[src/hdl/cavlc_ld_pkg.sv]
// Shared types and constants for the CAVLC level decoder.
// No dependencies; used by every module of the block.
package cavlc_ld_pkg;

   localparam int MAX_LEVEL_PREFIX = 25;
   localparam int LEVEL_W          = 24;
   localparam int SUFFIX_W         = MAX_LEVEL_PREFIX - 3;
   localparam int CODE_W           = (SUFFIX_W + 3 > LEVEL_W + 1) ? SUFFIX_W + 3 : LEVEL_W + 1;

   localparam int COEF_COUNT_MAX   = 16;
   localparam int ESC_PREFIX       = 15;
   localparam int ESC4_PREFIX      = 14;
   localparam int ESC4_SIZE        = 4;
   localparam int ESC_EXT_PREFIX   = 16;
   localparam int ESC_EXT_OFFSET   = 4096;
   localparam int ESC_BIAS         = 15;
   localparam int T1_BIAS          = 2;
   localparam int T1_MAX           = 3;
   localparam int SL_BOOST_TOTAL   = 10;
   localparam int SL_MAX           = 6;
   localparam int PREFIX_SIZE_OFS  = 3;

   typedef logic [CODE_W-1:0]          code_type;
   typedef logic signed [LEVEL_W-1:0]  level_type;
   typedef logic [SUFFIX_W-1:0]        suffix_type;

   typedef enum logic [1:0] {
      PH_IDLE   = 2'd0,
      PH_SIGN   = 2'd1,
      PH_PREFIX = 2'd2,
      PH_SUFFIX = 2'd3
   } phase_type;

   typedef enum logic {
      CMD_START = 1'b0,
      CMD_BIT   = 1'b1
   } cmd_type;

   typedef struct packed {
      logic       command;
      logic       bit_val;
      logic [4:0] coef_count;
      logic [1:0] t1_count;
   } req_word_type;

   typedef struct packed {
      level_type  level;
      logic [3:0] coeff_index;
      logic       last;
      logic       error;
   } rsp_word_type;

endpackage

[src/hdl/cavlc_ld_core.sv]
// Level decode state machine: trailing-one signs, unary prefix, suffix bits.
// Depends on cavlc_ld_pkg; each accepted word updates the state registers once.
module cavlc_ld_core (
   input  logic                        clock,
   input  logic                        reset,
   input  logic                        accept,
   input  cavlc_ld_pkg::req_word_type  req,
   output logic                        res_valid,
   output cavlc_ld_pkg::rsp_word_type  res
);

   cavlc_ld_pkg::phase_type  phase_ff, phase_in;
   logic [4:0]               done_ff, done_in;
   logic [4:0]               total_ff, total_in;
   logic [1:0]               ones_ff, ones_in;
   logic [2:0]               sl_ff, sl_in;
   logic [4:0]               prefix_ff, prefix_in;
   logic [4:0]               left_ff, left_in;
   cavlc_ld_pkg::suffix_type sv_ff, sv_in;

   cavlc_ld_pkg::suffix_type sv_shift, fin_sv;
   logic [4:0]               left_dec, size, tc_sat, done_inc;
   logic [1:0]               t1_clamp;
   logic [3:0]               eff;
   cavlc_ld_pkg::code_type   code, mag, thresh;
   logic                     neg;
   logic [2:0]               sl0, sl_new;
   cavlc_ld_pkg::level_type  fin_level;
   logic                     do_fin, do_adv, is_last;

   always_ff @(posedge clock) begin
      if (reset) begin
         phase_ff  <= cavlc_ld_pkg::PH_IDLE;
         done_ff   <= '0;
         total_ff  <= '0;
         ones_ff   <= '0;
         sl_ff     <= '0;
         prefix_ff <= '0;
         left_ff   <= '0;
         sv_ff     <= '0;
      end else begin
         phase_ff  <= phase_in;
         done_ff   <= done_in;
         total_ff  <= total_in;
         ones_ff   <= ones_in;
         sl_ff     <= sl_in;
         prefix_ff <= prefix_in;
         left_ff   <= left_in;
         sv_ff     <= sv_in;
      end
   end

   // level reconstruction
   always_comb begin
      sv_shift = {sv_ff[cavlc_ld_pkg::SUFFIX_W-2:0], req.bit_val};
      fin_sv   = (phase_ff == cavlc_ld_pkg::PH_SUFFIX) ? sv_shift : '0;
      eff      = (prefix_ff > 5'(cavlc_ld_pkg::ESC_PREFIX)) ?
                 4'(cavlc_ld_pkg::ESC_PREFIX) : prefix_ff[3:0];
      code     = (cavlc_ld_pkg::code_type'(eff) << sl_ff) + cavlc_ld_pkg::code_type'(fin_sv);
      if (prefix_ff >= 5'(cavlc_ld_pkg::ESC_PREFIX) && sl_ff == 3'd0)
         code = code + cavlc_ld_pkg::code_type'(cavlc_ld_pkg::ESC_BIAS);
      if (prefix_ff >= 5'(cavlc_ld_pkg::ESC_EXT_PREFIX))
         code = code - cavlc_ld_pkg::code_type'(cavlc_ld_pkg::ESC_EXT_OFFSET) +
                (cavlc_ld_pkg::code_type'(1) << (prefix_ff - 5'(cavlc_ld_pkg::PREFIX_SIZE_OFS)));
      if (done_ff == {3'd0, ones_ff} && ones_ff < 2'(cavlc_ld_pkg::T1_MAX))
         code = code + cavlc_ld_pkg::code_type'(cavlc_ld_pkg::T1_BIAS);
      neg = code[0];
      mag = {1'b0, code[cavlc_ld_pkg::CODE_W-1:1]} + cavlc_ld_pkg::code_type'(1);
      if (!neg && mag > cavlc_ld_pkg::code_type'((1 << (cavlc_ld_pkg::LEVEL_W - 1)) - 1))
         fin_level = cavlc_ld_pkg::level_type'((1 << (cavlc_ld_pkg::LEVEL_W - 1)) - 1);
      else if (neg && mag > cavlc_ld_pkg::code_type'(1 << (cavlc_ld_pkg::LEVEL_W - 1)))
         fin_level = cavlc_ld_pkg::level_type'(1 << (cavlc_ld_pkg::LEVEL_W - 1));
      else
         fin_level = neg ? cavlc_ld_pkg::level_type'(-mag) : cavlc_ld_pkg::level_type'(mag);
      sl0    = (sl_ff == 3'd0) ? 3'd1 : sl_ff;
      thresh = cavlc_ld_pkg::code_type'(3) << (sl0 - 3'd1);
      sl_new = (mag > thresh && sl0 < 3'(cavlc_ld_pkg::SL_MAX)) ? sl0 + 3'd1 : sl0;
   end

   // next state and result
   always_comb begin
      phase_in  = phase_ff;
      done_in   = done_ff;
      total_in  = total_ff;
      ones_in   = ones_ff;
      sl_in     = sl_ff;
      prefix_in = prefix_ff;
      left_in   = left_ff;
      sv_in     = sv_ff;
      res_valid = 1'b0;
      res       = '0;
      do_fin    = 1'b0;
      do_adv    = 1'b0;
      done_inc  = done_ff + 5'd1;
      is_last   = (done_inc == total_ff);
      left_dec  = (left_ff != 5'd0) ? left_ff - 5'd1 : 5'd0;
      tc_sat    = (req.coef_count > 5'(cavlc_ld_pkg::COEF_COUNT_MAX)) ?
                  5'(cavlc_ld_pkg::COEF_COUNT_MAX) : req.coef_count;
      t1_clamp  = ({3'd0, req.t1_count} > tc_sat) ? tc_sat[1:0] : req.t1_count;
      size      = {2'd0, sl_ff};
      if (prefix_ff == 5'(cavlc_ld_pkg::ESC4_PREFIX) && sl_ff == 3'd0)
         size = 5'(cavlc_ld_pkg::ESC4_SIZE);
      if (prefix_ff >= 5'(cavlc_ld_pkg::ESC_PREFIX))
         size = prefix_ff - 5'(cavlc_ld_pkg::PREFIX_SIZE_OFS);

      if (accept) begin
         if (req.command == cavlc_ld_pkg::CMD_START) begin
            total_in  = tc_sat;
            ones_in   = t1_clamp;
            done_in   = '0;
            prefix_in = '0;
            left_in   = '0;
            sv_in     = '0;
            sl_in     = (tc_sat > 5'(cavlc_ld_pkg::SL_BOOST_TOTAL) &&
                         t1_clamp < 2'(cavlc_ld_pkg::T1_MAX)) ? 3'd1 : 3'd0;
            if (tc_sat == 5'd0)
               phase_in = cavlc_ld_pkg::PH_IDLE;
            else if (t1_clamp != 2'd0)
               phase_in = cavlc_ld_pkg::PH_SIGN;
            else
               phase_in = cavlc_ld_pkg::PH_PREFIX;
         end else begin
            case (phase_ff)
               cavlc_ld_pkg::PH_SIGN: begin
                  res_valid = 1'b1;
                  res.level = req.bit_val ? cavlc_ld_pkg::level_type'(-1) :
                                            cavlc_ld_pkg::level_type'(1);
                  do_adv    = 1'b1;
               end
               cavlc_ld_pkg::PH_PREFIX: begin
                  if (!req.bit_val) begin
                     if (prefix_ff >= 5'(cavlc_ld_pkg::MAX_LEVEL_PREFIX)) begin
                        res_valid = 1'b1;
                        res.error = 1'b1;
                        phase_in  = cavlc_ld_pkg::PH_IDLE;
                     end else begin
                        prefix_in = prefix_ff + 5'd1;
                     end
                  end else begin
                     sv_in = '0;
                     if (size != 5'd0) begin
                        left_in  = size;
                        phase_in = cavlc_ld_pkg::PH_SUFFIX;
                     end else begin
                        do_fin = 1'b1;
                        do_adv = 1'b1;
                     end
                  end
               end
               cavlc_ld_pkg::PH_SUFFIX: begin
                  sv_in   = sv_shift;
                  left_in = left_dec;
                  if (left_dec == 5'd0) begin
                     do_fin = 1'b1;
                     do_adv = 1'b1;
                  end
               end
               default: ;
            endcase
         end
      end

      if (do_fin) begin
         res_valid = 1'b1;
         res.level = fin_level;
         sl_in     = sl_new;
      end
      res.coeff_index = done_ff[3:0];
      res.last        = res.error | is_last;
      if (do_adv) begin
         done_in = done_inc;
         if (done_inc >= total_ff) begin
            phase_in = cavlc_ld_pkg::PH_IDLE;
         end else if (done_inc < {3'd0, ones_ff}) begin
            phase_in = cavlc_ld_pkg::PH_SIGN;
         end else begin
            phase_in  = cavlc_ld_pkg::PH_PREFIX;
            prefix_in = '0;
         end
      end
   end

endmodule

[src/hdl/cavlc_ld_outbuf.sv]
// Two-entry result buffer: output register plus skid word.
// Depends on cavlc_ld_pkg for the result word type.
module cavlc_ld_outbuf (
   input  logic                        clock,
   input  logic                        reset,
   input  logic                        in_valid,
   input  cavlc_ld_pkg::rsp_word_type  in_word,
   output logic                        full,
   output logic                        out_valid,
   input  logic                        out_stall,
   output cavlc_ld_pkg::rsp_word_type  out_word
);

   logic                       main_v_ff, skid_v_ff;
   cavlc_ld_pkg::rsp_word_type main_ff, skid_ff;
   logic                       pop;

   assign pop       = main_v_ff & ~out_stall;
   assign full      = skid_v_ff;
   assign out_valid = main_v_ff;
   assign out_word  = main_ff;

   always_ff @(posedge clock) begin
      if (reset) begin
         main_v_ff <= 1'b0;
         skid_v_ff <= 1'b0;
      end else if (skid_v_ff) begin
         if (pop) begin
            main_ff   <= skid_ff;
            skid_v_ff <= 1'b0;
         end
      end else if (in_valid) begin
         if (!main_v_ff || pop) begin
            main_ff   <= in_word;
            main_v_ff <= 1'b1;
         end else begin
            skid_ff   <= in_word;
            skid_v_ff <= 1'b1;
         end
      end else if (pop) begin
         main_v_ff <= 1'b0;
      end
   end

endmodule

[src/hdl/cavlc_level_decoder.sv]
// CAVLC level decoder top level: one bitstream word per cycle while req_stall is low, no bubbles.
// A level that a word completes is registered in the output buffer before it appears on rsp_.
// Throughput: one req_ word per cycle while req_stall is low; the decode state updates once per word.
// Two result words are buffered; req_stall rises only when both are held.
// Reset (synchronous): block goes idle, all counters clear, buffer empties.
module cavlc_level_decoder (
   input  logic                               clock,
   input  logic                               reset,
   input  logic                               req_valid,
   output logic                               req_stall,
   input  logic                               req_command,
   input  logic                               req_bit_req,
   input  logic [4:0]                         req_coef_count,
   input  logic [1:0]                         req_t1_count,
   output logic                               rsp_valid,
   input  logic                               rsp_stall,
   output logic signed [cavlc_ld_pkg::LEVEL_W-1:0] rsp_level,
   output logic [3:0]                         rsp_coeff_index,
   output logic                               rsp_last,
   output logic                               rsp_error
);

   cavlc_ld_pkg::req_word_type req;
   cavlc_ld_pkg::rsp_word_type res, out_word;
   logic                       accept, res_valid, full;

   assign accept    = req_valid & ~full;
   assign req_stall = full;
   assign req       = {req_command, req_bit_req, req_coef_count, req_t1_count};

   cavlc_ld_core u_core (
      .clock     (clock),
      .reset     (reset),
      .accept    (accept),
      .req       (req),
      .res_valid (res_valid),
      .res       (res)
   );

   cavlc_ld_outbuf u_outbuf (
      .clock     (clock),
      .reset     (reset),
      .in_valid  (res_valid),
      .in_word   (res),
      .full      (full),
      .out_valid (rsp_valid),
      .out_stall (rsp_stall),
      .out_word  (out_word)
   );

   assign rsp_level       = out_word.level;
   assign rsp_coeff_index = out_word.coeff_index;
   assign rsp_last        = out_word.last;
   assign rsp_error       = out_word.error;

endmodule

[config.mk]
export PLATFORM = sky130hd
export DESIGN_NAME = cavlc_level_decoder
export DESIGN_NICKNAME = d
export VERILOG_FILES = /design/src/hdl/cavlc_ld_pkg.sv /design/src/hdl/cavlc_ld_core.sv /design/src/hdl/cavlc_ld_outbuf.sv /design/src/hdl/cavlc_level_decoder.sv
export SDC_FILE = /design/constraint.sdc
export NUM_CORES = 1
export LEC_CHECK = 0
export ABC_AREA = 0
export BUFFER_PORTS_ARGS = -buffer_cell sky130_fd_sc_hd__buf_2
export CORE_ASPECT_RATIO = 0.75
export CORE_MARGIN = 2
export CORE_UTILIZATION = 58
export CTS_BUF_LIST = sky130_fd_sc_hd__clkbuf_4 sky130_fd_sc_hd__clkbuf_8 sky130_fd_sc_hd__clkbuf_16
export DETAILED_ROUTE_END_ITERATION = 10
export GPL_ROUTABILITY_DRIVEN = 0
export GPL_TIMING_DRIVEN = 0
export PLACE_DENSITY = 0.78
export SLEW_MARGIN = 10
export SYNTH_ARGS = -nofsm -noshare
export SYNTH_HDL_FRONTEND = slang
export SYNTH_HIERARCHICAL = 1
export SYNTH_SLANG_ARGS = --single-unit
[constraint.sdc]
create_clock -name clock -period 10.3 [get_ports clock]
set_clock_uncertainty 0.05 [all_clocks]
set_input_delay 2.06 -clock clock [delete_from_list [all_inputs] [get_ports clock]]
set_output_delay 2.06 -clock clock [all_outputs]
set_load 0.02 [all_outputs]
; ---- Word level (Yosys, flattened, before mapping)
; Index checks and enable logic that the tools add are counted.
[word_totals]
output_inout_bits = 32
ff_bits = 110
word_cells = 185
[op_classes]
n_reduce_logical = 30
n_eq_ne = 16
mux = 82
n_lt_le_gt_ge = 15
n_addsub = 13
bitwise = 8
shift = 3
[op_table]
columns = operator, count
row1 = 2-to-1 mux 24 bit, 8
row2 = 2-to-1 mux 30 bit, 4
row3 = 2-to-1 mux 5 bit, 17
row4 = 2-to-1 mux 25 bit, 3
row5 = 2-to-1 mux 21 bit, 2
row6 = one-hot mux 21 bit (2 select lines), 1
row7 = adder 24 x 1 -> 25 bit (second input constant), 1
row8 = adder 25 x 2 -> 25 bit (second input constant), 1
row9 = adder 25 x 22 -> 25 bit, 1
row10 = adder 25 bit, 1
row11 = adder 25 x 4 -> 25 bit (second input constant), 1
row12 = > comparator 25 x 23 -> 1 bit (second input constant), 1
row13 = > comparator 25 x 24 -> 1 bit (second input constant), 1
row14 = > comparator 25 bit, 1
row15 = << shifter 1 x 5 -> 25 bit (first input constant), 1
row16 = << shifter 2 x 3 -> 25 bit (first input constant), 1
row17 = << shifter 4 x 3 -> 25 bit, 1
row18 = subtractor 25 x 13 -> 25 bit (second input constant), 1
row19 = 2-to-1 mux 2 bit, 12
row20 = negator 24 bit, 1
row21 = 2-to-1 mux 1 bit, 23
row22 = 2-to-1 mux 22 bit, 1
row23 = 2-to-1 mux 3 bit, 6
row24 = AND reduction 4 bit, 4
row25 = other kinds (42), 73

; ---- Logic depth before layout (Yosys ltp)
[logic_depth]
word_depth = 20
ltp_mapped = 44

; ---- Cells and area by module
; Netlist, hierarchy kept.
[by_module_without_submodules]
columns = mod, cells_each, area_each_um2, n_inst
row1 = cavlc_ld_core, 1367, 9839.4, 1
row2 = cavlc_ld_outbuf, 106, 2294.7, 1
row3 = cavlc_level_decoder, 1, 13.8, 1

; ---- Least setup slack after synthesis
; OpenSTA, ideal clock, no wires.
[synth_path]
kind = in2reg
start = input req_bit_req
end = register u_outbuf.main_ff (netlist bit u_outbuf/out_word[29]) (data pin)
t_arrival_ns = 9.420
path_slack_ns = 0.570
path_stages = 33
setup_ns = 0.260
path_buffers = 3
cell_sequence = clkbuf_1 and2_1 ha_1 inv_1 fa_1 nand2b_2 a21oi_2 xor2_2 nand3_2 o31a_1 or2_2 ha_1 ha_1 clkbuf_1 a21o_1 a21o_1 a21o_1 a2111oi_0 nor3_1 xor2_1 nand2_1 o21a_1 o31ai_1 nand2b_1 or4_1 buf_2 o31ai_1 xnor2_1 nand4_1 o311ai_4 o31a_1 o31ai_1 mux2_2
[synth_rtl]
columns = item, line
row1 = "start, declared", cavlc_level_decoder.sv:12  ; input logic req_bit_req,
row2 = "end signal, assigned", cavlc_ld_outbuf.sv:29  ; main_ff <= skid_ff;
row3 = "end signal, assigned", cavlc_ld_outbuf.sv:34  ; main_ff <= in_word;
row4 = "end, declared", cavlc_ld_outbuf.sv:15  ; cavlc_ld_pkg::rsp_word_type main_ff, skid_ff;

==> Flow_metrics.wiki <==
{| class="wikitable"
! Metric !! Value
|-
| Outcome || finished, final reports clean
|-
| Maximum buffer depth of the clock tree || 2
|-
| Share of the synthesized area in the top cell type || 0.148
|-
| Highest cell delay on the worst timing path || just over 500 ps
|-
| Clock tree sinks || between 100 and 150
|-
| Crit path launch || req_bit_req
|-
| Non-filler instance count after layout || 1837
|-
| Total routing resource utilization after global routing || 0.303
|-
| Dominant cell by count in the synthesized netlist || nor2_1
|-
| Critical register-to-register path endpoint || u_outbuf/out_word[26]
|-
| Number of violations reported at the end of detailed-routing iteration 0 || between 1000 and 1500
|-
| Worst EP required || 10490 ps
|-
| Rel. slew slack || 0.287
|-
| Mapped Area || about 12000 µm²
|-
| Count of state elements after synthesis || 110
|-
| Capturing element of the worst setup path || u_outbuf/out_word[26]
|-
| Antenna Diode Count || 0
|-
| Register-to-register path setup slack || roughly 210 ps
|-
| I/O pin count || 45
|-
| Clock tree from TritonCTS || yes
|-
| Final routed DRC violation total || 0
|-
| Total instance count after detailed placement || 1801
|-
| Routed vias || between 10000 and 15000
|-
| Placeable core region || ~20000 µm²
|-
| Post-Route Hold Slack || roughly 420 ps
|-
| Commonest cells in the synthesized netlist || nor2_1 (126), nand2_1 (106), ha_1 (98), inv_1 (73), a21oi_1 (72)
|-
| Cell type contributing the most total cell area after synthesis || edfxtp_1
|-
| Pre-antenna DRT Iters || 5
|-
| Synthesized area divided by synthesized cell count || approximately 8.2 µm²
|-
| Gate count after technology mapping || 1474
|-
| Maxcap violations || 0
|-
| Num rows || 45
|-
| Die X-Extent || approximately 170 µm
|-
| Initial antenna violation count || 0
|-
| CP max FO || 10
|-
| Number of H-tree levels || 3
|-
| Via count of the first global-routing pass || 10400
|-
| Starting utilization of the core area || 0.596
|-
| Cts bufs inserted || 9
|-
| Final net count || 1663
|-
| Endpoints failing hold || 0
|-
| Design Power || ~1.1 mW
|-
| PD cells || around 78 nW/µm²
|-
| Category of the critical setup timing path || in2reg
|-
| Clock root buffer master || clkbuf_16
|-
| Register clock-pin slew on the reported worst setup and hold paths || around 90 ps
|-
| Via-to-Cell Ratio || 6.46
|-
| Depth of the most critical reg-to-reg path || 36
|-
| Average wire length per cell after detail routing || 18.8 µm
|-
| Pleak || 5.41 nW
|-
| Launch instance of the worst register-to-register path || u_core/prefix_ff[4]
|-
| Flip-flop cell with the highest count after synthesis || edfxtp_1
|-
| Count of pins over their slew limit || 0
|-
| Setup TNS Final || 0 ps
|-
| Port bufs || 42
|-
| Worst voltage drop across the vdd grid || 0.0764 mV
|-
| CP Capture Type || flop
|-
| Final Setup Violations || 0
|-
| Async set-or-reset flop fraction in the synthesized netlist || 0
|-
| Detailed placement HPWL || ~26000 µm
|-
| Vertical die dimension || roughly 130 µm
|-
| CTS Hold Bufs || 0
|-
| Dominant cells by area after synthesis || edfxtp_1 (15%), ha_1 (10%), dfxtp_1 (8.2%), xnor2_1 (4.6%), nor2_1 (3.9%)
|-
| Clock latency on the worst-skew pair || roughly 370 ps
|-
| Total die area || between 20000 and 25000 µm²
|-
| Ys Warns || 6
|-
| Sequential share of the synthesized area || 0.231
|-
| Share of the core filled with cells in the final layout || 0.669
|-
| Arrival time at the worst endpoint || a little over 10000 ps
|-
| Maximum number of pins on one net before global-route repair || 24
|-
| Wire length of the first global-routing pass || roughly 53000 µm
|-
| Post-layout min period || between 10000 and 15000 ps
|-
| Number of nets still failing antenna checks after routing || 0
|-
| Layout Area Growth over Synthesis || 12.3%
|-
| Pin slew with the least headroom to its limit || approximately 1100 ps
|-
| Achievable clock frequency || just under 0.1 GHz
|-
| Number of enable flip-flop cells after synthesis || 60
|-
| Type of the tightest min-delay check || reg2reg
|-
| Overall routed net length || about 35000 µm
|-
| Number of distinct standard cells referenced by the synthesized netlist || 110
|-
| Fin crit share || 0.984
|-
| Residual overflow from global routing || 0
|-
| Fraction of layout instances using a drive strength above 1 || 0.176
|-
| Kind of start point of the critical path || primary input
|-
| Mapped Nets || 1587
|-
| Highest-delay cell along the critical path || or4_1
|}
## metrics by stage
step                      instance area [µm²]  setup WS (ps)
final                                   13600            165
after global routing                    13600           -148
after CTS                               13200           6.39
after detailed placement                12800          -1790
after global placement                  12700          -1650
after floorplan                         12100            570
## registers in the layout (all words and copies together), names as in the netlist
| signal | count |
|---|---|
| u_outbuf/full | 1 |
| u_outbuf/skid_ff | 30 |
| u_core/left_ff | 5 |
| u_outbuf/out_word | 30 |
| u_core/sv_ff | 21 |
| u_core/sl_ff | 3 |
| u_core/phase_ff | 2 |
| u_outbuf/out_valid | 1 |
| u_core/total_ff | 5 |
| u_core/done_ff | 5 |
| u_core/prefix_ff | 5 |
| u_core/ones_ff | 2 |
## routing by layer
| metal | vias up | wire length (µm) | track usage | share of wire |
|---|---|---|---|---|
| met5 | - | 0 | 0 | 0 |
| li1 | 5635 | - | - | - |
| met3 | 60 | 2710 | 0.0522 | 0.078 |
| met4 | 0 | 733 | 0.0833 | 0.021 |
| met1 | 5622 | 16300 | 0.447 | 0.47 |
| met2 | 547 | 14700 | 0.456 | 0.43 |
## layout by cell type (no fill, tap or decap), types with 14 or more instances in the layout
cell,count
nor3_1,40
o211ai_1,18
a22oi_1,26
a21o_1,28
nand2_1,105
nand4_1,15
edfxtp_1,60
inv_1,73
a211oi_1,20
and3_1,30
and2_1,34
clkbuf_1,28
buf_2,48
mux2_2,31
buf_4,34
a31oi_1,17
ha_1,96
o21ai_1,18
dfxtp_1,49
nand2b_1,28
xnor2_1,58
a21oi_1,69
nor2_1,124
o21ai_0,45
xor2_1,36
or2_2,14
nand3_1,51
or3_1,18
nor2b_1,20
## power breakdown
part | switching, mW | internal (mW)
sequential | 0.00428 | 0.463
combinational | 0.139 | 0.0816
clock | 0.202 | 0.178
total | 0.346 | 0.722
## logic make-up after synthesis
group           after synthesis  synth area share
xor+xnor                    105            0.0796
other cells                   1          0.000309
compound gates              400             0.241
flops                       110             0.231
mux                          45            0.0411
simple gates                574             0.254
buf+inv                     139            0.0491
fa+ha+maj                   100             0.104
## area by class of cell
class | instances | area, µm²
Sequential cell | 110 | 2810
Buffer | 61 | 333
Tap cell | 282 | 353
Clock inverter | 7 | 88.8
Timing Repair Buffer | 70 | 428
Multi-Input combinational cell | 1225 | 9130
Inverter | 73 | 274
Fill cell | 1667 | 6740
Clock buffer | 9 | 225
## worst min path at each step
stage / startpoint / slack, ps / cells past startpoint / to
2_1_floorplan: u_core/total_ff[1] / 390 / 2 / u_core/total_ff[1]
3_3_place_gp: u_core/total_ff[1] / 400 / 2 / u_core/total_ff[1]
3_5_place_dp: u_core/total_ff[4] / 410 / 2 / u_core/total_ff[4]
4_1_cts: u_core/total_ff[4] / 420 / 2 / u_core/total_ff[4]
5_1_grt: u_core/total_ff[4] / 450 / 2 / u_core/total_ff[4]
6_report: u_core/total_ff[4] / 420 / 2 / u_core/total_ff[4]
## what timing repair did
item / in CTS / in global routing
setup endpoints to repair: 51 / 51
pin swaps: 5 / 14
resized for setup: 20 / 66
buffers inserted: 6 / 19
## worst max-delay path, delay by kind of cell
kind                     cells  cell delay (ps)
adder cells (fa/ha/maj)      4             1320
AO/OA/AOI/OAI               11             3060
AND/OR/NAND/NOR              9             2390
buffers and inverters        6              960
multiplexers                 1              210
XOR/XNOR                     2              330
Power figures use the tool's default switching activity.
